## src/sv/dfr_pkg.sv

```systemverilog
// Shared types and constants of the Doppler fractional-delay resampler.
// Used by the front end, the queue, the back end, the top level and the checker.
package dfr_pkg;

   localparam int RING_DEPTH_DEFAULT = 32768;
   localparam int QUEUE_DEPTH = 2;

   localparam int SAMPLE_W = 16;
   localparam int DIST_W = 24;
   localparam int SMOOTH_W = 32;
   localparam int LAG_W = 15;
   localparam int COEFF_W = 16;
   localparam int SPM_W = 24;
   localparam int CSR_INDEX_W = 1;
   localparam int CSR_DATA_W = 24;

   localparam logic [COEFF_W-1:0] COEFF_RESET = 16'd65521;
   localparam logic [SPM_W-1:0] SPM_RESET = 24'd8426057;

   localparam logic [CSR_INDEX_W-1:0] CSR_SMOOTHING_COEFF = 1'b0;
   localparam logic [CSR_INDEX_W-1:0] CSR_SAMPLES_PER_METER = 1'b1;

   localparam logic ACTION_WRITE = 1'b0;
   localparam logic ACTION_GENERATE = 1'b1;

   typedef struct packed {
      logic action;
      logic signed [SAMPLE_W-1:0] sample;
      logic [SMOOTH_W-1:0] distance;
      logic first;
      logic [LAG_W-1:0] lag;
   } dfr_item_type;

endpackage

```

## src/sv/dfr_queue.sv

```systemverilog
// Short request queue between the front end and the back end.
// Depends on dfr_pkg.
module dfr_queue #(
   parameter int DEPTH = dfr_pkg::QUEUE_DEPTH
) (
   input  logic clock,
   input  logic reset,
   input  logic push_valid,
   output logic push_ready,
   input  dfr_pkg::dfr_item_type push_item,
   output logic pop_valid,
   input  logic pop_ready,
   output dfr_pkg::dfr_item_type pop_item
);
   import dfr_pkg::*;

   localparam int PTR_W = (DEPTH > 1) ? $clog2(DEPTH) : 1;
   localparam int CNT_W = $clog2(DEPTH + 1);

   dfr_item_type entries_ff [DEPTH];
   logic [PTR_W-1:0] wr_ptr_ff, wr_ptr_in, rd_ptr_ff, rd_ptr_in;
   logic [CNT_W-1:0] count_ff, count_in;
   logic push, pop;

   assign push_ready = (count_ff != CNT_W'(DEPTH));
   assign pop_valid = (count_ff != '0);
   assign push = push_valid && push_ready;
   assign pop = pop_valid && pop_ready;
   assign pop_item = entries_ff[rd_ptr_ff];

   always_comb begin
      wr_ptr_in = wr_ptr_ff;
      rd_ptr_in = rd_ptr_ff;
      count_in = count_ff;
      if (push) begin
         wr_ptr_in = (wr_ptr_ff == PTR_W'(DEPTH - 1)) ? '0 : wr_ptr_ff + 1'b1;
      end
      if (pop) begin
         rd_ptr_in = (rd_ptr_ff == PTR_W'(DEPTH - 1)) ? '0 : rd_ptr_ff + 1'b1;
      end
      if (push && !pop) begin
         count_in = count_ff + 1'b1;
      end else if (pop && !push) begin
         count_in = count_ff - 1'b1;
      end
   end

   always_ff @(posedge clock) begin
      if (reset) begin
         wr_ptr_ff <= '0;
         rd_ptr_ff <= '0;
         count_ff <= '0;
      end else begin
         wr_ptr_ff <= wr_ptr_in;
         rd_ptr_ff <= rd_ptr_in;
         count_ff <= count_in;
      end
   end

   always_ff @(posedge clock) begin
      if (push) begin
         entries_ff[wr_ptr_ff] <= push_item;
      end
   end

endmodule

```

## config.mk

```make
export PLATFORM = sky130hd
export DESIGN_NAME = dfr_queue
export DESIGN_NICKNAME = d
export VERILOG_FILES = /design/src/sv/dfr_pkg.sv /design/src/sv/dfr_queue.sv
export SDC_FILE = /design/constraint.sdc
export NUM_CORES = 1
export LEC_CHECK = 0
export BUFFER_PORTS_ARGS = -buffer_cell sky130_fd_sc_hd__buf_2
export CAP_MARGIN = 25
export CORE_MARGIN = 8
export CORE_UTILIZATION = 42
export CTS_BUF_LIST = sky130_fd_sc_hd__clkbuf_4 sky130_fd_sc_hd__clkbuf_8
export DETAILED_ROUTE_END_ITERATION = 12
export GPL_TIMING_DRIVEN = 0
export HOLD_SLACK_MARGIN = 0.02
export PLACE_DENSITY = 0.73
export RECOVER_POWER = 50
export REMOVE_ABC_BUFFERS = 1
export SKIP_LAST_GASP = 1
export SYNTH_ARGS = -nofsm -noshare
export SYNTH_HDL_FRONTEND = slang
export SYNTH_SLANG_ARGS = --single-unit
```

## constraint.sdc

```tcl
create_clock -name clock -period 2.65 [get_ports clock]
set_clock_uncertainty 0.15 [all_clocks]
set_input_delay 0.265 -clock clock [delete_from_list [all_inputs] [get_ports clock]]
set_output_delay 0.265 -clock clock [all_outputs]
set_load 0.005 [all_outputs]
```

# Word level (Yosys, flattened, before mapping)
# Memories as Yosys holds them, arrays and structs flattened. A register that Yosys moved wholly into a read port is not among the register bits.
# Cells that the tools add are included.
op_classes:
  n_reduce_logical: 8
  add_sub_neg: 4
  muxes: 8
  n_eq_ne: 1
op_table:
  columns: ["operator", "count"]
  rows:
  - ["$mux W1", 6]
  - ["$logic_and A1 B1 Y1", 4]
  - ["$mux W2", 2]
  - ["$reduce_bool A2 Y1", 2]
  - ["$add A1 B1 Y1 const B", 2]
  - ["$add A2 B1 Y2 const B", 1]
  - ["$logic_not A1 Y1", 2]
  - ["$ne A2 B2 Y1 const B", 1]
  - ["$sub A2 B1 Y2 const B", 1]
word_totals:
  ramBits: 130
  mem_count: 1
  in_bits: 69
  out_inout_bits: 67
  elab_cells: 25
  register_bits: 4
memory_table:
  columns: ["name", "depth", "width", "rd", "rd_clocked_by_memory_dff", "write_ports", "line", "rtl"]
  rows:
  - ["entries_ff", 2, 65, 1, 1, 1, "dfr_queue.sv:20", "dfr_item_type entries_ff [DEPTH];"]

# Depth between registers and ports, before layout
# Gate-level depths: netlist of the first run.
depth:
  depth_word: 6
  depth_mapped: 6
  mapped_depth_nobuf: 6

# Worst setup path after synthesis of the first run
# OpenSTA, ideal clock, no wires.
synth_path:
  path_type: "register to register"
  from: "reg count_ff[0]"
  to: "mem entries_ff[1][0] (netlist bit) (enable)"
  stages_incl_launch_ff: 3
  arrival_ps: 2171
  setup_time_ps: 430
  path_buffers: 0
  required_time_ps: 2070
  setup_slack_ps: -102
  cell_sequence: "dfxtp_1 -> nand2b_1 -> and3_1"
synth_between:
  elab_chain_cells: 4
synth_rtl:
  columns: ["item", "line", "rtl"]
  rows:
  - ["from (decl)", "dfr_queue.sv:22", "logic [CNT_W-1:0] count_ff, count_in;"]
  - ["from (signal assigned)", "dfr_queue.sv:56", "count_ff <= count_in;"]
  - ["$ne A2 B2 Y1", "dfr_queue.sv:25", "assign push_ready = (count_ff != CNT_W'(DEPTH));"]
  - ["net push_ready", "dfr_queue.sv:9", "output logic push_ready,"]
  - ["$logic_and A1 B1 Y1", "dfr_queue.sv:27", "assign push = push_valid && push_ready;"]
  - ["$mux W1", "dfr_queue.sv:61", "if (push) begin"]
  - ["$mux W1 (not written as such)", "dfr_queue.sv:62", "entries_ff[wr_ptr_ff] <= push_item;"]
  - ["to (decl)", "dfr_queue.sv:20", null]
# The timed path passes the listed nets, and every way through them passes these cells.

==> run_results.csv, run 1 <==
group,metric,value,unit
critical_path,cp_max_fo,65,
die,die_h,124,um
route,first_iter_violations,149,
timing,setup_violations,0,
grt,top_usage_layer,"met2",
clock_network,clk_path_buf_depth,2,
clock_network,cts_tree,"done",
grt,grt_pass1_vias,3160,
clock_network,clk_latency,410,ps
clock_network,cts.htree.levels,4,
timing,rsz0062_at_grt,"no",
yosys,synth_cell_type_count,19,
placed_design,dpl.hpwl,6.03,mm
yosys,synth.avg_cell_area,21.8,um2
yosys,ys_ff_latch,135,
clock_network,ctsResizeCount,0,
critical_path,cp-end-kind,"output pin",
layout,nets,511,
critical_path,cp.arrival,1940,ps
grt,grt_use_met1,13.9,%
timing,finalHoldViolations,0,
worst_hold_path,worstHoldStart,"pop_ready",
yosys,yosys_warnings,0,
grt,antenna_found_initial,0,
critical_path,timing.rr.end,"entries_ff[1][7]$_DFFE_PP_",
clock_network,clk_pin_slew_worst_paths,70,ps
grt,grt_pass1_wl,15.8,mm
critical_path,r2r_slack,530,ps
clock_network,postCtsSetupBuffers,0,
timing,final_max_slew_viol_count,0,
yosys,yosysSeqAreaShare,81.3,%
layout,drive_above_1_share,41.5,%
critical_path,crit_required,2240,ps
layout,antenna_cells,0,
yosys,syn_inst,226,
worst_hold_path,holdCritPathClass,"input port to register",
clock_network,clock-root-buffer,"clkbuf_8",
yosys,async_flop_share,0,%
grt,gr-usage-met3,5.83,%
timing,maxSlewHeadroom,40.7,%
run,maxCapViolCount,0,
yosys,synth-edff-count,130,
status,status,"finished clean",
critical_path,worst_setup_path_start_kind,"register",
timing,worst_pin_slew,890,ps
die,ios,136,
clock_network,clock_sinks,135,
timing,setup_tns,0,ps
route,wire_per_inst,16.8,um
critical_path,crit_type,"register to output pin",
die,start_util,43.2,%
power_and_ir_drop,p_leak,2.44,nW
route,detail_route.vias_per_cell,4.62,
yosys,syn-cell-area,4930,um2
route,vias,2756,
route,first_pass_iters,4,
die,fp.coreArea,11400,um2
grt,grt_overflow,0,
timing,min_period_over_period,89.0,%
yosys,yosysTopAreaCellShare,79.2,%
worst_hold_path,whs_path_depth,4,
die,floorplan.die.width,124,um
yosys,yosysTopAreaCell,"edfxtp_1",
grt,gr-usage-all-layers,13.0,%
timing,fin_crit,2360,ps
placed_design,port_buffers,135,
route,ant_nets,0,
timing,fmaxAchievable,424,MHz
die,rows,39,
die,die-area,15500,um2
power_and_ir_drop,ir_drop,0.539,mV
route,drcViolationCount,0,
placed_design,place_congestion,0.663,
layout,syn2layout_area_growth,36.8,%
critical_path,r2r_start,"count_ff[0]$_SDFFE_PP0P_",
clock_network,cts_buffers,17,
layout,post-route-util,59.0,%
yosys,synthTopCellsByArea,"edfxtp_1, mux2_2, dfxtp_1",
route,totalWireLength,10.0,mm
grt,grtUsageMet2,22.1,%
grt,grt_max_degree,66,
yosys,ys.flop_type,"edfxtp_1",
power_and_ir_drop,cellPowerDensity,847,nW/um2
critical_path,ff2ff_path_depth,3,
per-layer routing:
| metal | wire [um] | part of all wire (%) |
|---|---|---|
| met5 | 0 | 0 |
| met4 | 91 | 0.91 |
| met3 | 634 | 6.3 |
| met2 | 5160 | 51 |
| met1 | 4150 | 41 |
placed cells by master (no fill, tap or decap), types with 2 or more instances in the layout:
cell type | netlist | final
edfxtp_1 | 130 | 130
a21oi_1 | 2 | 2
buf_2 | 1 | 88
clkbuf_2 | 0 | 2
clkinvlp_4 | 0 | 2
clkbuf_8 | 0 | 17
bufinv_16 | 0 | 3
dfxtp_1 | 5 | 4
mux2_2 | 65 | 65
nor2_1 | 3 | 3
clkinv_2 | 0 | 3
o21ai_0 | 2 | 2
clkbuf_1 | 0 | 45
clkbuf_4 | 0 | 2
xor2_1 | 3 | 3
dlygate4sd3_1 | 0 | 67
clkinv_1 | 0 | 4
metrics by stage:
step                      std cells  hold WS (ps)  worst slack, ps  total power [W]  cell area, um2
after global placement          497           302             -987          0.00409            5710
after CTS                       596           140              223          0.00581            6800
after floorplan                 219           184             -102          0.00351            4860
final                           596           164              291          0.00571            6740
after detailed placement        498           306              626          0.00407            5740
after global routing            596           171              161          0.00599            6740
state kept, by name, summed over array words and instances (netlist names), named ones only:
| register | count |
|---|---|
| wr_ptr_ff | 1 |
| count_ff | 2 |
| rd_ptr_ff | 1 |
| entries_ff | 130 |
repair_timing:
item	4_1_cts	5_1_grt
hold buffers	67	0
endpoints found under the hold margin	135	0
setup endpoints to repair	0	0
worst max-delay path, cell delays in order (launching register included):
cell	delay, ps
dfxtp_4	930
mux2_2	420
buf_2	140
cell usage after synthesis, types with 2 or more instances:
master,number
edfxtp_1,130
mux2_2,65
buf_6,5
dfxtp_1,5
nor2_1,3
xor2_1,3
a21oi_1,2
o21ai_0,2
worst max path at each step:
stage          slack (ps)                startpoint                           to
6_report              290                  register                 pop_item[43]
3_5_place_dp          630  count_ff[0]$_SDFFE_PP0P_  entries_ff[0][64]$_DFFE_PP_
3_3_place_gp         -990  count_ff[0]$_SDFFE_PP0P_  entries_ff[1][36]$_DFFE_PP_
2_1_floorplan        -100  count_ff[0]$_SDFFE_PP0P_   entries_ff[1][0]$_DFFE_PP_
5_1_grt               160                  register                 pop_item[28]
4_1_cts               220                  register                 pop_item[11]
kinds of logic after synthesis:
kind of cell,count (synthesis),share of synthesized area (%)
xor gates and xnor gates,3,0.533
AOI/OAI and AO/OA,5,0.609
DFF,135,81.3
and+or+nand+nor,9,1.02
muxes,65,14.9
adders and majority gates,1,0.254
buffers and inverters,8,1.47
area by class of cell:
class,count,area [um2]
repair buffers,203,1310
fillers,943,4680
clock buffers,19,249
well taps,143,179
clock inverters,12,135
multi-input cells,83,852
flip-flops and latches,135,4010
inverters,1,6.26
power breakdown:
| group | total (W) | internal [W] | switching (W) |
|---|---|---|---|
| clock | 0.00165 | 0.000927 | 0.000726 |
| combinational | 0.00118 | 0.000675 | 0.000507 |
| sequential | 0.00287 | 0.00267 | 0.000202 |
| total | 0.00571 | 0.00427 | 0.00144 |
Power figures use the tool's default switching activity.
==> inputs of run 2 (changes only) <==
BUFFER_PORTS_ARGS = unset   (was -buffer_cell sky130_fd_sc_hd__buf_2)
DONT_BUFFER_PORTS = 1   (was unset)
GPL_TIMING_DRIVEN = unset   (was 0)
PLACE_DENSITY = 0.63   (was 0.73)
==> run 2 against run 1 <==
Compared with the run above: power shrank 5.3%; die area is the same; sequential power shrank 2%; register-to-register slack lost 90 ps; maximum frequency grew 6.8%; core utilization shrank 4.8 points; critical path depth grew 2; setup slack gained 150 ps; combinational power shrank 14%; final area shrank 8.1%; sequential cell count is the same; wire length shrank 7.4%; critical path type is now register to register; largest cell class unchanged; largest power group unchanged.
==> run_results.csv, run 2 (same netlist as run 1, synthesis figures left out) <==
group,metric,value,unit
status,status,"finished clean",
timing,worst_pin_slew,1020,ps
critical_path,worst_setup_path_start_kind,"register",
timing,worst_hold_slack,161,ps
critical_path,cp-end-kind,"register",
critical_path,ff2ff_path_depth,4,
clock_network,cts_tree,"done",
route,detail_route.vias_per_cell,4.92,
critical_path,r2r_slack,440,ps
timing,setup_ws,441,ps
placed_design,port_buffers,0,
die,die-area,15500,um2
critical_path,critPathTopFamily,"buffers and inverters",
clock_network,clock-root-buffer,"clkbuf_8",
timing,final_max_slew_viol_count,0,
grt,grt_pass1_vias,2532,
timing,setup_violations,0,
die,start_util,43.2,%
layout,drive_above_1_share,32.4,%
worst_hold_path,worstHoldStart,"push_valid",
timing,fin_crit,2210,ps
worst_hold_path,whs_path_depth,4,
critical_path,r2r_start,"count_ff[0]$_SDFFE_PP0P_",
placed_design,place_congestion,0.665,
layout,nets,384,
critical_path,max_stage_delay,750,ps
timing,min_period_over_period,83.4,%
critical_path,timing.rr.end,"entries_ff[0][60]$_DFFE_PP_",
grt,grt_pass1_wl,14.4,mm
worst_hold_path,holdCritPathClass,"input port to register",
grt,antenna_found_initial,0,
critical_path,cp-startpoint,"count_ff[0]$_SDFFE_PP0P_",
grt,gr-usage-all-layers,12.3,%
die,fp.coreArea,11400,um2
power_and_ir_drop,cellPowerDensity,873,nW/um2
layout,fin_area,6190,um2
clock_network,clk_pin_slew_worst_paths,70,ps
die,floorplan.die.width,124,um
placed_design,dpl.hpwl,5.96,mm
layout,multiInputGateArea,856,um2
layout,regMostFlops,"entries_ff",
timing,finalHoldViolations,0,
power_and_ir_drop,p_leak,2.07,nW
power_and_ir_drop,ir_drop,0.655,mV
power_and_ir_drop,p_int,0.00401,W
power_and_ir_drop,pwr-share-comb,18.6,%
placed_design,dpl_cell_area,5140,um2
placed_design,preCtsSetupSlack,707,ps
die,ios,136,
die,rows,39,
critical_path,cp_max_fo,17,
layout,top_regs,"entries_ff: 130 flops, count_ff: 2 flops",
grt,grt_overflow,0,
layout,seq_area,4010,um2
route,drcViolationCount,0,
grt,grt_max_degree,49,
clock_network,cts.htree.levels,4,
die,die_h,124,um
timing,maxSlewHeadroom,32.1,%
critical_path,crit_type,"register to register",
power_and_ir_drop,p_sw_share,25.8,%
power_and_ir_drop,p_sw,0.00139,W
layout,fill_cells,913,
layout,largest_reg_flops,130,
timing,rsz0062_at_grt,"no",
timing,fmaxAchievable,453,MHz
layout,antenna_cells,0,
clock_network,clock_sinks,135,
clock_network,ctsResizeCount,0,
worst_hold_path,hold_path_end,"count_ff[0]$_SDFFE_PP0P_",
route,wire_per_inst,19.8,um
critical_path,crit_required,2550,ps
route,ant_nets,0,
route,first_pass_iters,4,
power_and_ir_drop,pwr-share-clk,29.5,%
clock_network,clk_path_buf_depth,2,
route,vias,2312,
layout,post_layout_nonfiller_instances,470,
placed_design,placedCellCount,369,
critical_path,crit_buf_inv,2,
run,maxCapViolCount,0,
clock_network,cts_buffers,17,
route,first_iter_violations,148,
clock_network,clk_latency,430,ps
layout,syn2layout_area_growth,25.7,%
layout,final_cell_mix,"edfxtp_1, dlygate4sd3_1, mux2_2",
power_and_ir_drop,pwr-share-seq,51.8,%
critical_path,cp.arrival,2110,ps
layout,final_common_cell,"edfxtp_1",
critical_path,crit_path_top_delay_cell,"clkbuf_1",
route,totalWireLength,9.29,mm
power_and_ir_drop,finalPower,0.00541,W
critical_path,crit_chain,"nand2b_1 -> nand3b_1 -> clkinv_1 -> clkbuf_1",
## run 2: cell types whose count changed in the layout (fill, tap and decap cells not counted), sizes merged, moves of 2 or more
| cell | previous run | this run |
|---|---|---|
| buf | 89 | 5 |
| clkbuf | 66 | 21 |
| clkinv | 7 | 9 |
| dlygate4sd3 | 67 | 69 |
## run 2: final cells by class
type                            count  area share, %
Clock inverter                     13           2.14
Clock buffer                       19           4.02
Inverter                            1         0.0606
Multi-Input combinational cell     83           13.8
Timing Repair Buffer               76           12.3
Sequential cell                   135           64.7
Tap cell                          143           2.89
## run 2: routing by layer
metal  vias to the layer above  wire length [um]  share of wire (%)  track usage, %
met5                         -                 0                  0               0
met4                         0               168                1.8            6.59
met3                        17               790                8.5            6.13
met2                       100              4430                 48            19.1
met1                      1126              3900                 42            13.6
li1                       1069                 -                  -               -
## run 2: what timing repair did
item,4_1_cts,5_1_grt
hold buffers,69,0
hold endpoints to repair,135,0
buffers inserted,0,0
## run 2: worst max path at each step
stage | endpoint | slack, ps | depth (start not counted)
6_report | entries_ff[0][60]$_DFFE_PP_ | 440 | 4
5_1_grt | entries_ff[0][22]$_DFFE_PP_ | 230 | 4
4_1_cts | pop_item[51] | 360 | 2
3_5_place_dp | entries_ff[1][17]$_DFFE_PP_ | 710 | 3
3_3_place_gp | entries_ff[1][60]$_DFFE_PP_ | 770 | 3
2_1_floorplan | entries_ff[1][0]$_DFFE_PP_ | -100 | 2
## run 2: worst min-delay path, stage by stage
cell    delay [ps]
and2_0         110
ha_1           180
xor2_1          80
nor2_1          70
## run 2: through the flow
step                      utilization, %  TNS (ps)
after detailed placement            45.0         0
after floorplan                        -     -6610
after CTS                           54.4         0
after global routing                54.2         0
after global placement              45.0         0
final                               54.2         0
## run 2: power by group through the flow
stage	Clock, W	Combinational [W]	Sequential (W)
2_1_floorplan	0	0.000651	0.00286
3_3_place_gp	0	0.000947	0.00284
3_5_place_dp	0	0.000950	0.00285
4_1_cts	0.00165	0.00106	0.00280
5_1_grt	0.00174	0.00110	0.00284
6_report	0.00160	0.00101	0.00280
