<file path="config.mk">
export PLATFORM = sky130hd
export DESIGN_NAME = dfr_front
export DESIGN_NICKNAME = d
export VERILOG_FILES = /design/src/sv/dfr_pkg.sv /design/src/sv/dfr_front.sv
export SDC_FILE = /design/constraint.sdc
export NUM_CORES = 1
export LEC_CHECK = 0
export BUFFER_PORTS_ARGS = -buffer_cell sky130_fd_sc_hd__buf_4
export CAP_MARGIN = 20
export CORE_MARGIN = 2
export CORE_UTILIZATION = 38
export DETAILED_ROUTE_END_ITERATION = 8
export PLACE_DENSITY_LB_ADDON = 0.15
export SYNTH_ARGS = -nofsm -noshare
export SYNTH_HDL_FRONTEND = slang
export SYNTH_SLANG_ARGS = --single-unit
export TNS_END_PERCENT = 30
</file>
<file path="constraint.sdc">
create_clock -name clock -period 2 [get_ports clock]
set_input_delay 0.2 -clock clock [delete_from_list [all_inputs] [get_ports clock]]
set_output_delay 0.2 -clock clock [all_outputs]
set_load 0.02 [all_outputs]
</file>
<file path="src/sv/dfr_pkg.sv">
// Shared types and constants of the Doppler fractional-delay resampler.
// Used by the front end, the queue, the back end, the top level and the checker.
package dfr_pkg;

   localparam int RING_DEPTH_DEFAULT = 32768;
   localparam int QUEUE_DEPTH = 2;

   localparam int SAMPLE_W = 16;
   localparam int DIST_W = 24;
   localparam int SMOOTH_W = 32;
   localparam int LAG_W = 15;
   localparam int COEFF_W = 16;
   localparam int SPM_W = 24;
   localparam int CSR_INDEX_W = 1;
   localparam int CSR_DATA_W = 24;

   localparam logic [COEFF_W-1:0] COEFF_RESET = 16'd65521;
   localparam logic [SPM_W-1:0] SPM_RESET = 24'd8426057;

   localparam logic [CSR_INDEX_W-1:0] CSR_SMOOTHING_COEFF = 1'b0;
   localparam logic [CSR_INDEX_W-1:0] CSR_SAMPLES_PER_METER = 1'b1;

   localparam logic ACTION_WRITE = 1'b0;
   localparam logic ACTION_GENERATE = 1'b1;

   typedef struct packed {
      logic action;
      logic signed [SAMPLE_W-1:0] sample;
      logic [SMOOTH_W-1:0] distance;
      logic first;
      logic [LAG_W-1:0] lag;
   } dfr_item_type;

endpackage

</file>
<file path="src/sv/dfr_front.sv">
// Front end: takes requests, classifies them and decodes them into queue items.
// Depends on dfr_pkg.
module dfr_front (
   input  logic clock,
   input  logic reset,
   input  logic req_valid,
   output logic req_ready,
   input  logic req_action,
   input  logic signed [dfr_pkg::SAMPLE_W-1:0] req_sample_in,
   input  logic [dfr_pkg::DIST_W-1:0] req_target_distance,
   input  logic req_block_first,
   input  logic [dfr_pkg::LAG_W-1:0] req_block_lag,
   output logic push_valid,
   input  logic push_ready,
   output dfr_pkg::dfr_item_type push_item
);
   import dfr_pkg::*;

   logic stage_valid_ff, stage_valid_in;
   dfr_item_type stage_item_ff, stage_item_in;
   logic take;

   assign req_ready = !stage_valid_ff || push_ready;
   assign take = req_valid && req_ready;

   always_comb begin
      stage_item_in = stage_item_ff;
      if (take) begin
         stage_item_in.action = req_action;
         stage_item_in.sample = req_sample_in;
         stage_item_in.lag = req_block_lag;
         if (req_action == ACTION_GENERATE) begin
            stage_item_in.distance = {req_target_distance, 8'd0};
            stage_item_in.first = req_block_first;
         end else begin
            stage_item_in.distance = '0;
            stage_item_in.first = 1'b0;
         end
      end
   end

   assign stage_valid_in = take || (stage_valid_ff && !push_ready);

   always_ff @(posedge clock) begin
      if (reset) begin
         stage_valid_ff <= 1'b0;
      end else begin
         stage_valid_ff <= stage_valid_in;
      end
   end

   always_ff @(posedge clock) begin
      stage_item_ff <= stage_item_in;
   end

   assign push_valid = stage_valid_ff;
   assign push_item = stage_item_ff;

endmodule

</file>
## Word level (Yosys, flattened, before mapping)

Cells that the tools add are included.
Widths: inputs -> output; s select.

- Bits in registers: 66
- Bits of input ports: 61
- Output and inout port bits: 67
- Word-level logic and storage cells: 13

- Reduce and logical (&&, ||, !) cells: 6

Operators with widths:

| operator | count |
|---|---|
| $logic_and 1x1->1 | 2 |
| $logic_not 1->1 | 2 |
| $logic_or 1x1->1 | 2 |

## Longest topological paths before layout

Gate-level depths: netlist of run 1.

- Depth in word-level cells: 4
- Mapped depth: 2

## Least setup slack after synthesis of run 1

No wires, ideal clock.

- Path kind: reg-to-reg
- Start: reg stage_valid_ff, in the netlist push_valid
- End: reg stage_item_ff (netlist bit push_item[0]), enable pin
- Arrival time: 2008 ps
- Data required time: 1579 ps
- Setup slack: -429 ps
- Stages on the path, launching flop included: 3
- Buffers on the path: 0
- Period minus slack after synthesis: 2429 ps
- Cell sequence: dfxtp_1 nand2b_1 and2_1

- Cells in the longest elaborated chain, start to end: 3

Ends and longest elaborated chain:

| what | RTL line | RTL |
|---|---|---|
| start, declared | dfr_front.sv:19 | `logic stage_valid_ff, stage_valid_in;` |
| start signal, assigned | dfr_front.sv:48 | `stage_valid_ff <= stage_valid_in;` |
| $logic_not 1->1 | dfr_front.sv:23 | `assign req_ready = !stage_valid_ff \|\| push_ready;` |
| $logic_or 1x1->1 | dfr_front.sv:23 |  |
| net req_ready | dfr_front.sv:7 | `output logic req_ready,` |
| $logic_and 1x1->1 | dfr_front.sv:24 | `assign take = req_valid && req_ready;` |
| net take | dfr_front.sv:21 | `logic take;` |
| end signal, assigned | dfr_front.sv:53 | `stage_item_ff <= stage_item_in;` |
| end, declared | dfr_front.sv:20 | `dfr_item_type stage_item_ff, stage_item_in;` |

The timed path passes the listed nets, and every way through them passes these cells.
A chain may end at the register's enable or synchronous reset.

## Worst setup path in the final report of run 1

- Start: reg stage_valid_ff, in the netlist push_valid
- End: reg stage_item_ff (netlist bit push_item[55]), enable pin

- Cells in the longest elaborated chain, start to end: 3

Ends and longest elaborated chain:

| what | RTL line |
|---|---|
| $logic_not 1->1 | dfr_front.sv:23 |
| $logic_or 1x1->1 | dfr_front.sv:23 |
| $logic_and 1x1->1 | dfr_front.sv:24 |
| net take | dfr_front.sv:21 |

The timed path passes the listed nets, and every way through them passes these cells.

==> flow_summary_export.csv, run 1 <==
group,metric,value,unit
power,p_sw,637,uW
worst_setup_path,worst-path-max-fanout,57,
logic_synthesis,syn_inst,98,
timing,grt_setup_unrepaired,"no",
place,io_buffer_count,119,
logic_synthesis,ys_async_sr_fraction,0,%
power,p_sw_share,22.7,%
logic_synthesis,synthFlopType,"edfxtp_1",
place,dpl.hpwl,3010,microns
routing,num_vias,1275,
layout,final_area,0.00315,sq mm
cts,path_clk_slew,0.06,ns
timing,timing.final.ws_setup,0.756,ns
place,placed_area,0.00297,sq mm
min_path,hp-start,"reset",
floorplanning,fp.dieH,76.9,microns
timing,fin_crit,1.24,ns
cts,cts_buffers,9,
power,power.density,890,mW/mm^2
logic_synthesis,yosysUniqueCellTypes,10,
layout,num-fill-cells,392,
worst_setup_path,r2r-start,"push_valid",
worst_setup_path,reg2reg_depth,3,
logic_synthesis,ys_warn_count,0,
cts,cts_htree_levels,3,
cts,post_cts_buffers,0,
worst_setup_path,reg2reg_to,"push_item[55]",
timing,setup_viol,0,
place,globalplace.congestion,0.642,
worst_setup_path,required,1.99,ns
cts,clock_path_buffers,2,
timing,clock_skew,0.00374,ns
timing,final_max_slew_viol_count,0,
routing,ant_nets,0,
power,finalPower,2.80,mW
grt,globalRouteMet1Util,16.6,%
grt,grt_pass1_vias,1242,
routing,drtIter0Drc,69,
layout,nNetsFinal,287,
grt,gr-max-usage-layer,"met2",
floorplanning,ioPinCount,128,
logic_synthesis,yosysMostFrequentCell,"edfxtp_1",
cts,clock-sinks,58,
cts,hold_buffers,0,
power,power_frac_clock,35.3,%
status,status,"complete, no violations",
layout,drive_above_1_share,66.7,%
layout,fin_cells,301,
worst_setup_path,reg2reg_setup_slack,0.76,ns
worst_setup_path,arrival,1.24,ns
cts,post_cts_resized,0,
min_path,hold_class,"primary input to flip-flop",
grt,grt_antenna_before_repair,0,
routing,wire_per_inst,13.8,microns
logic_synthesis,synth_area_leader_cell,"edfxtp_1",
grt,globalRouteMet3Util,5.76,%
power,cellInternalPower,2.16,mW
logic_synthesis,syn_avg_cell_area,20.6,sq um
timing,fin_crit_sh,62.2,%
grt,met2_usage,22.7,%
logic_synthesis,synth_top_area_share,84.8,%
grt,gr-usage-all-layers,14.6,%
cts,cts_tree,"done",
floorplanning,fp-row-count,26,
grt,grt_max_degree,58,
power,combPwrFrac,13.2,%
place,pre_cts_ws,0.761,ns
logic_synthesis,synthTopCellsByCount,"edfxtp_1, and2_2, buf_4",
cts,insertion_delay,0.32,ns
min_path,hold_depth,2,
logic_synthesis,netlist_top_cells_area,"edfxtp_1, and2_2, buf_4, and2_1, buf_6",
grt,overflow,0,
timing,hold_viol,0,
timing,fin_tns_setup,0,ns
floorplanning,start_util,39.5,%
floorplanning,dieArea,0.00591,sq mm
layout,syn2layout_area_growth,55.9,%
logic_synthesis,yosysSeqAreaShare,85.7,%
logic_synthesis,synth_seq_cells,58,
min_path,hold-path-endpoint,"push_valid",
place,dp.cells,285,
worst_setup_path,worstSetupPathType,"flip-flop to flip-flop",
layout,n_antenna_cell,0,
logic_synthesis,synth-edff-count,57,
timing,timing.fmax,0.804,GHz
floorplanning,core-area,0.00511,sq mm
power,p_leak,1.36,nW
power,peakVddDrop,468,uV
grt,grt_pass1_wl,6400,microns
routing,firstDrtPassIters,4,
routing,wirelength,4150,microns
routing,via_per_inst,4.24,
routing,drc_errors,0,
worst_setup_path,startpoint_type,"flip-flop",
floorplanning,die_w,76.9,microns
flow_run,maxCapViolations,0,
cts,root_buffer,"clkbuf_8",
logic_synthesis,synth.cell_area,0.00202,sq mm
power,pwr-share-seq,51.6,%
worst_setup_path,cp-end-kind,"flip-flop",
## metal layers
| metal | vias to the layer above | part of all wire, % | routed length [microns] |
|---|---|---|---|
| met5 | - | 0 | 0 |
| met4 | 0 | 2.6 | 109 |
| met3 | 9 | 9.9 | 411 |
| met2 | 81 | 50 | 2080 |
| met1 | 593 | 37 | 1550 |
| li1 | 592 | - | - |
## critical path, stage by stage, from the launching register on
cell,delay (ns)
dfxtp_1,0.31
nand2b_1,0.11
and2_2,0.18
buf_12,0.27
## through the flow
step	hold WS (ns)	util [%]
floorplan	0.269	-
global placement	0.354	58.1
detailed placement	0.357	58.1
CTS	0.00851	61.7
global route	0.0180	61.7
finish	0.0247	61.7
## kinds of logic (layout without fill, tap and decap cells)
kind of cell | after synthesis | after routing | synth area share, %
other cells | 1 | 8 | 0.186
flops | 58 | 58 | 85.7
simple gates | 27 | 27 | 9.54
compound gates | 1 | 1 | 0.248
buf+inv | 11 | 137 | 4.27
## worst max-delay path by stage
stage	startpoint	to	slack, ns	depth (start not counted)
global placement	push_ready	push_item[10]	0.83	4
detailed placement	push_ready	push_item[57]	0.76	4
floorplan	push_valid	push_item[0]	0.18	2
finish	push_valid	push_item[55]	0.76	3
global route	push_valid	push_item[30]	0.70	3
CTS	push_valid	push_item[45]	0.76	3
## layout make-up
| type | instances | area [sq um] | area share, % |
|---|---|---|---|
| Clock buffer | 9 | 124 | 3.93 |
| Timing Repair Buffer | 120 | 913 | 29.0 |
| Clock inverter | 7 | 60.1 | 1.91 |
| Multi-Input combinational cell | 36 | 229 | 7.27 |
| Sequential cell | 58 | 1730 | 55.0 |
| Inverter | 1 | 3.75 | 0.119 |
| Tap cell | 70 | 87.6 | 2.78 |
## cells in the final DEF (no fill, tap or decap)
master / synthesis / final
nand2b_1: 1 / 1
clkbuf_8: 0 / 9
buf_12: 0 / 1
inv_1: 1 / 1
and2_1: 7 / 6
clkinv_2: 0 / 3
buf_4: 8 / 119
edfxtp_1: 57 / 57
and2_2: 19 / 20
clkinv_1: 0 / 2
conb_1: 1 / 8
clkinvlp_4: 0 / 1
dfxtp_1: 1 / 1
a21oi_1: 1 / 1
bufinv_16: 0 / 1
## registers in the layout, summed over array words and instances, names as in the netlist
signal	cells
push_valid	1
push_item	57
## power by group through the flow
stage / combinational [mW] / sequential, mW / clock [mW]
final: 0.369 / 1.44 / 0.988
after global routing: 0.391 / 1.45 / 1.08
after CTS: 0.374 / 1.45 / 1.01
after detailed placement: 0.374 / 1.47 / 0
after global placement: 0.367 / 1.47 / 0
after floorplan: 0.0762 / 1.57 / 0
Note: power is estimated with default switching activity, not from simulation.
==> run 2, diff against run 1 <==
ABC_AREA = 1   (was unset)
clock period = 1.1 ns   (was 2 ns; I/O delays follow)
==> flow_summary_export.csv, run 2 <==
group,metric,value,unit
status,status,"finished with violations",
status,violations,"negative setup slack",
timing,timing.fmax,0.890,GHz
timing,clock_skew,0.00454,ns
worst_setup_path,startpoint_type,"flip-flop",
floorplanning,ioPinCount,128,
worst_setup_path,worstSetupPathType,"flip-flop to flip-flop",
routing,ant_nets,0,
floorplanning,fp-row-count,26,
timing,fin_crit,1.12,ns
cts,cts_tree,"done",
routing,num_vias,1466,
layout,final_common_cell,"buf_4",
cts,insertion_delay,0.32,ns
worst_setup_path,worst-path-max-fanout,11,
layout,drive_above_1_share,47.3,%
floorplanning,core-area,0.00514,sq mm
power,combPwrFrac,16.2,%
worst_setup_path,max_stage_delay,0.36,ns
floorplanning,dieArea,0.00597,sq mm
routing,wire_per_inst,12.8,microns
floorplanning,die_w,77.2,microns
logic_synthesis,yosysUniqueCellTypes,8,
logic_synthesis,synthFlopType,"edfxtp_1",
logic_synthesis,synth_top_area_share,84.0,%
power,p_sw_share,22.4,%
power,power.density,1440,mW/mm^2
power,power_frac_clock,33.4,%
grt,overflow,0,
layout,largest_reg_flops,57,
place,dpl.hpwl,2920,microns
grt,gr-usage-all-layers,15.5,%
logic_synthesis,syn_avg_cell_area,16.3,sq um
logic_synthesis,muxShareOfSynthArea,0,%
floorplanning,fp.dieH,77.2,microns
logic_synthesis,synthSimpleGateAreaFrac,4.79,%
power,pwr-share-seq,50.4,%
timing,grt_setup_unrepaired,"yes",
min_path,hold_class,"primary input to flip-flop",
worst_setup_path,worst-path-buf-inv,2,
layout,nNetsFinal,351,
timing,whs,0.0406,ns
power,p_sw,1.17,mW
cts,clock_path_buffers,2,
logic_synthesis,synth-edff-count,57,
worst_setup_path,critical_path.top_delay_family,"flip-flops",
grt,grt_pass1_vias,1431,
grt,grt_antenna_before_repair,0,
power,cellInternalPower,4.04,mW
layout,syn2layout_area_growth,77.3,%
power,peakVddDrop,767,uV
worst_setup_path,arrival,1.16,ns
logic_synthesis,synthTopCellsByCount,"edfxtp_1, inv_1, nand2_1",
cts,path_clk_slew,0.06,ns
flow_run,maxCapViolations,0,
timing,hold_viol,0,
logic_synthesis,yosysSeqAreaShare,85.0,%
grt,grt_max_degree,36,
cts,cts_htree_levels,3,
worst_setup_path,required,1.14,ns
logic_synthesis,synthXorXnorAreaFrac,0,%
logic_synthesis,netlist_top_cells_area,"edfxtp_1, inv_1, nand2_1, buf_4, buf_6",
worst_setup_path,cp-end-kind,"flip-flop",
place,io_buffer_count,119,
logic_synthesis,syn_inst,125,
routing,firstDrtPassIters,4,
routing,drc_errors,0,
place,globalplace.congestion,0.700,
cts,clock-sinks,58,
timing,setup_viol,49,
logic_synthesis,ys_warn_count,0,
routing,via_per_inst,4.03,
logic_synthesis,synth.cell_area,0.00204,sq mm
logic_synthesis,synth_area_leader_cell,"edfxtp_1",
logic_synthesis,synthAdderAreaFrac,0,%
logic_synthesis,yosysMostFrequentCell,"edfxtp_1",
logic_synthesis,ys_async_sr_fraction,0,%
logic_synthesis,synth_top_family_by_area,"buffers and inverters",
timing,fin_crit_sh,102,%
routing,drtIter0Drc,36,
layout,final_core_util,70.3,%
worst_setup_path,slowest_stage,"dfxtp_4",
cts,cts_buffers,9,
worst_setup_path,crit_chain,"a21oi_4 -> buf_12 -> clkbuf_16",
layout,final_cell_mix,"buf_4, edfxtp_1, dlygate4sd3_1, inv_1, nand2_1",
power,p_leak,1.73,nW
floorplanning,start_util,39.7,%
routing,wirelength,4670,microns
cts,root_buffer,"clkbuf_8",
logic_synthesis,synth_compound_area_share,0.491,%
layout,n_antenna_cell,0,
grt,grt_pass1_wl,6860,microns
timing,final_max_slew_viol_count,0,
logic_synthesis,synth_seq_cells,58,
timing,timing.final.ws_setup,-0.0232,ns
[run 2: cell count changes after synthesis]
cell / change
buf_6: +1
a21oi_1: +1
and2_2: -19
and2_1: -7
nand2b_1: -1
nand2_1: +26
inv_1: +26
[run 2: path summary, 6_finish.rpt]
check	from	endpoint	slack (ns)	depth (start not counted)
max	push_valid	push_item[32]	-0.02	3
min	req_target_distance[5]	push_item[29]	0.04	3
max reg2reg	push_valid	push_item[32]	-0.02	3
min reg2reg	push_valid	push_valid	0.53	2
[run 2: layout make-up]
class                           instances  area (sq um)
Fill cell                             388          1530
Tap cell                               70          87.6
Clock inverter                          5          46.3
Timing Repair Buffer                  158          1370
Inverter                               27           101
Sequential cell                        58          1740
Clock buffer                           10           128
Multi-Input combinational cell         36           149
[run 2: logic make-up (layout without fill, tap and decap cells)]
group	after synthesis	after routing
DFF	58	58
AOI/OAI and AO/OA	2	2
buffers and inverters	38	200
and+or+nand+nor	26	26
other	1	8
[run 2: power groups by stage]
stage / Clock, mW / Sequential (mW) / Combinational, mW
finish: 1.74 / 2.63 / 0.845
CTS: 1.80 / 2.63 / 0.787
floorplan: 0 / 2.85 / 0.146
global route: 1.87 / 2.64 / 0.903
global placement: 0 / 2.67 / 0.684
detailed placement: 0 / 2.67 / 0.693
[run 2: worst min-delay path, stage by stage]
cell	delay (ns)
buf_4	0.07
nand2_1	0.04
inv_1	0.04
[run 2: timing repair]
item / 4_1_cts / 5_1_grt
pin swaps: 0 / 1
hold buffers: 32 / 0
resized for setup: 0 / 1
endpoints found under the hold margin: 32 / 0
buffers inserted: 0 / 1
endpoints found under the setup margin: 35 / 35
gates cloned: 0 / 4
[run 2: metrics by stage]
step / cell area [sq um] / instances / power (mW) / TNS [ns] / setup WS [ns]
finish: 3610 / 364 / 5.21 / -0.653 / -0.0232
global route: 3610 / 364 / 5.41 / -1.96 / -0.0450
CTS: 3500 / 359 / 5.21 / -0.399 / -0.0175
detailed placement: 3010 / 312 / 3.37 / -0.0769 / -0.00418
global placement: 3010 / 312 / 3.35 / 0 / 0.0168
floorplan: 2080 / 132 / 3.00 / -38.06 / -0.668
[run 2: per-layer routing]
layer  track usage (%)  up-vias  share of wire (%)
li1                  -      724                  -
met1              16.6      644                 39
met2              25.4       87                 49
met3              6.35       11                9.7
met4              9.64        0                2.1
met5                 0        -                  0
==> run 3, diff against run 2 <==
CORE_MARGIN = 4   (was 2)
==> flow_summary_export.csv, run 3 (synthesis gave the netlist of run 2 again) <==
group,metric,value,unit
timing,timing.final.ws_setup,-0.0122,ns
timing,timing.fmax,0.899,GHz
cts,clock-sinks,58,
worst_setup_path,startpoint_type,"flip-flop",
layout,final_area,0.00357,sq mm
worst_setup_path,crit_chain,"a21oi_4 -> buf_12 -> buf_12",
worst_setup_path,path_common_cell,"buf_12",
cts,clock_path_buffers,2,
layout,drive_above_1_share,48.1,%
power,peakVddDrop,965,uV
place,dpl.hpwl,3120,microns
floorplanning,fp-row-count,26,
cts,insertion_delay,0.31,ns
routing,num_vias,1444,
worst_setup_path,slowest_stage,"dfxtp_4",
floorplanning,core-area,0.00514,sq mm
flow_run,maxCapViolations,0,
grt,grt_antenna_before_repair,0,
layout,final_core_util,69.4,%
floorplanning,die_w,81.2,microns
grt,grt_pass1_wl,6650,microns
cts,cts_tree,"done",
floorplanning,ioPinCount,128,
cts,root_buffer,"clkbuf_8",
timing,setup_viol,40,
place,pre_cts_ws,-0.0205,ns
timing,fin_tns_setup,-0.198,ns
layout,final_common_cell,"buf_4",
worst_setup_path,required,1.12,ns
timing,fin_crit_sh,101,%
layout,largest_reg_flops,57,
cts,cts_htree_levels,3,
cts,post_cts_resized,0,
layout,nNetsFinal,349,
timing,final_max_slew_viol_count,0,
worst_setup_path,worst-path-max-fanout,19,
layout,syn2layout_area_growth,75.1,%
routing,ant_nets,0,
floorplanning,dieArea,0.00660,sq mm
floorplanning,start_util,39.7,%
grt,grt_max_degree,39,
worst_setup_path,arrival,1.13,ns
floorplanning,fp.dieH,81.2,microns
power,power.density,1470,mW/mm^2
timing,hold_viol,0,
place,placed_area,0.00301,sq mm
status,violations,"negative setup slack",
layout,final_cell_mix,"buf_4, edfxtp_1, dlygate4sd3_1, inv_1, nand2_1",
grt,overflow,0,
cts,path_clk_slew,0.06,ns
routing,firstDrtPassIters,2,
cts,cts_buffers,9,
place,io_buffer_count,119,
routing,via_per_inst,3.98,
grt,gr-usage-all-layers,14.1,%
layout,num-fill-cells,406,
grt,grt_pass1_vias,1425,
min_path,hold_class,"primary input to flip-flop",
power,p_leak,1.71,nW
worst_setup_path,worstSetupPathType,"flip-flop to flip-flop",
status,status,"finished with violations",
timing,clock_skew,0.00390,ns
place,globalplace.congestion,0.661,
routing,drc_errors,0,
layout,n_antenna_cell,0,
routing,wire_per_inst,13.4,microns
timing,whs,0.0496,ns
worst_setup_path,max_stage_delay,0.35,ns
timing,grt_setup_unrepaired,"yes",
worst_setup_path,cp-end-kind,"flip-flop",
timing,fin_crit,1.11,ns
routing,wirelength,4880,microns
routing,drtIter0Drc,34,
run 3: final cells by class:
| cell class | instances | area (sq um) | share of cell area, % |
|---|---|---|---|
| multi-input combinational | 36 | 149 | 4.17 |
| tap | 70 | 87.6 | 2.45 |
| sequential | 58 | 1740 | 48.6 |
| clock buffer | 10 | 128 | 3.58 |
| clock inverter | 6 | 57.6 | 1.61 |
| timing repair buffer | 156 | 1310 | 36.7 |
| inverter | 27 | 101 | 2.84 |
run 3: power breakdown:
group,switching [mW],total (mW),internal (mW)
Sequential,0.0382,2.63,2.59
Clock,0.776,1.81,1.03
Combinational,0.395,0.818,0.424
Total,1.21,5.25,4.04
run 3: path summary, 6_finish.rpt:
path | startpoint | to | slack (ns) | cells after the start
min reg2reg | push_valid | push_valid | 0.54 | 2
max reg2reg | push_valid | push_item[9] | -0.01 | 3
min | req_target_distance[0] | push_item[24] | 0.05 | 3
max | push_valid | push_item[9] | -0.01 | 3
run 3: timing repair:
action / CTS / global route
hold buffers: 32 / 0
cloned: 0 / 2
endpoints found under the setup margin: 38 / 38
endpoints found under the hold margin: 32 / 0
pin swaps: 0 / 1
setup buffers: 0 / 1
run 3: worst max-delay path, delay by kind of cell (launching register included):
| family | cells | cell delay [ns] |
|---|---|---|
| flops | 1 | 0.35 |
| buf+inv | 2 | 0.30 |
| compound gates | 1 | 0.16 |
run 3: per-layer routing:
| layer | global-route usage (%) | wire, microns | vias up |
|---|---|---|---|
| met5 | 0 | 0 | - |
| met4 | 8.11 | 78 | 0 |
| met3 | 5.99 | 523 | 9 |
| met2 | 24.5 | 2440 | 76 |
| met1 | 14.0 | 1840 | 641 |
| li1 | - | - | 718 |
run 3: through the flow:
stage	instances	total power, mW
global route	363	5.48
detailed placement	312	3.37
CTS	360	5.27
floorplan	132	3.00
finish	363	5.25
global placement	312	3.36
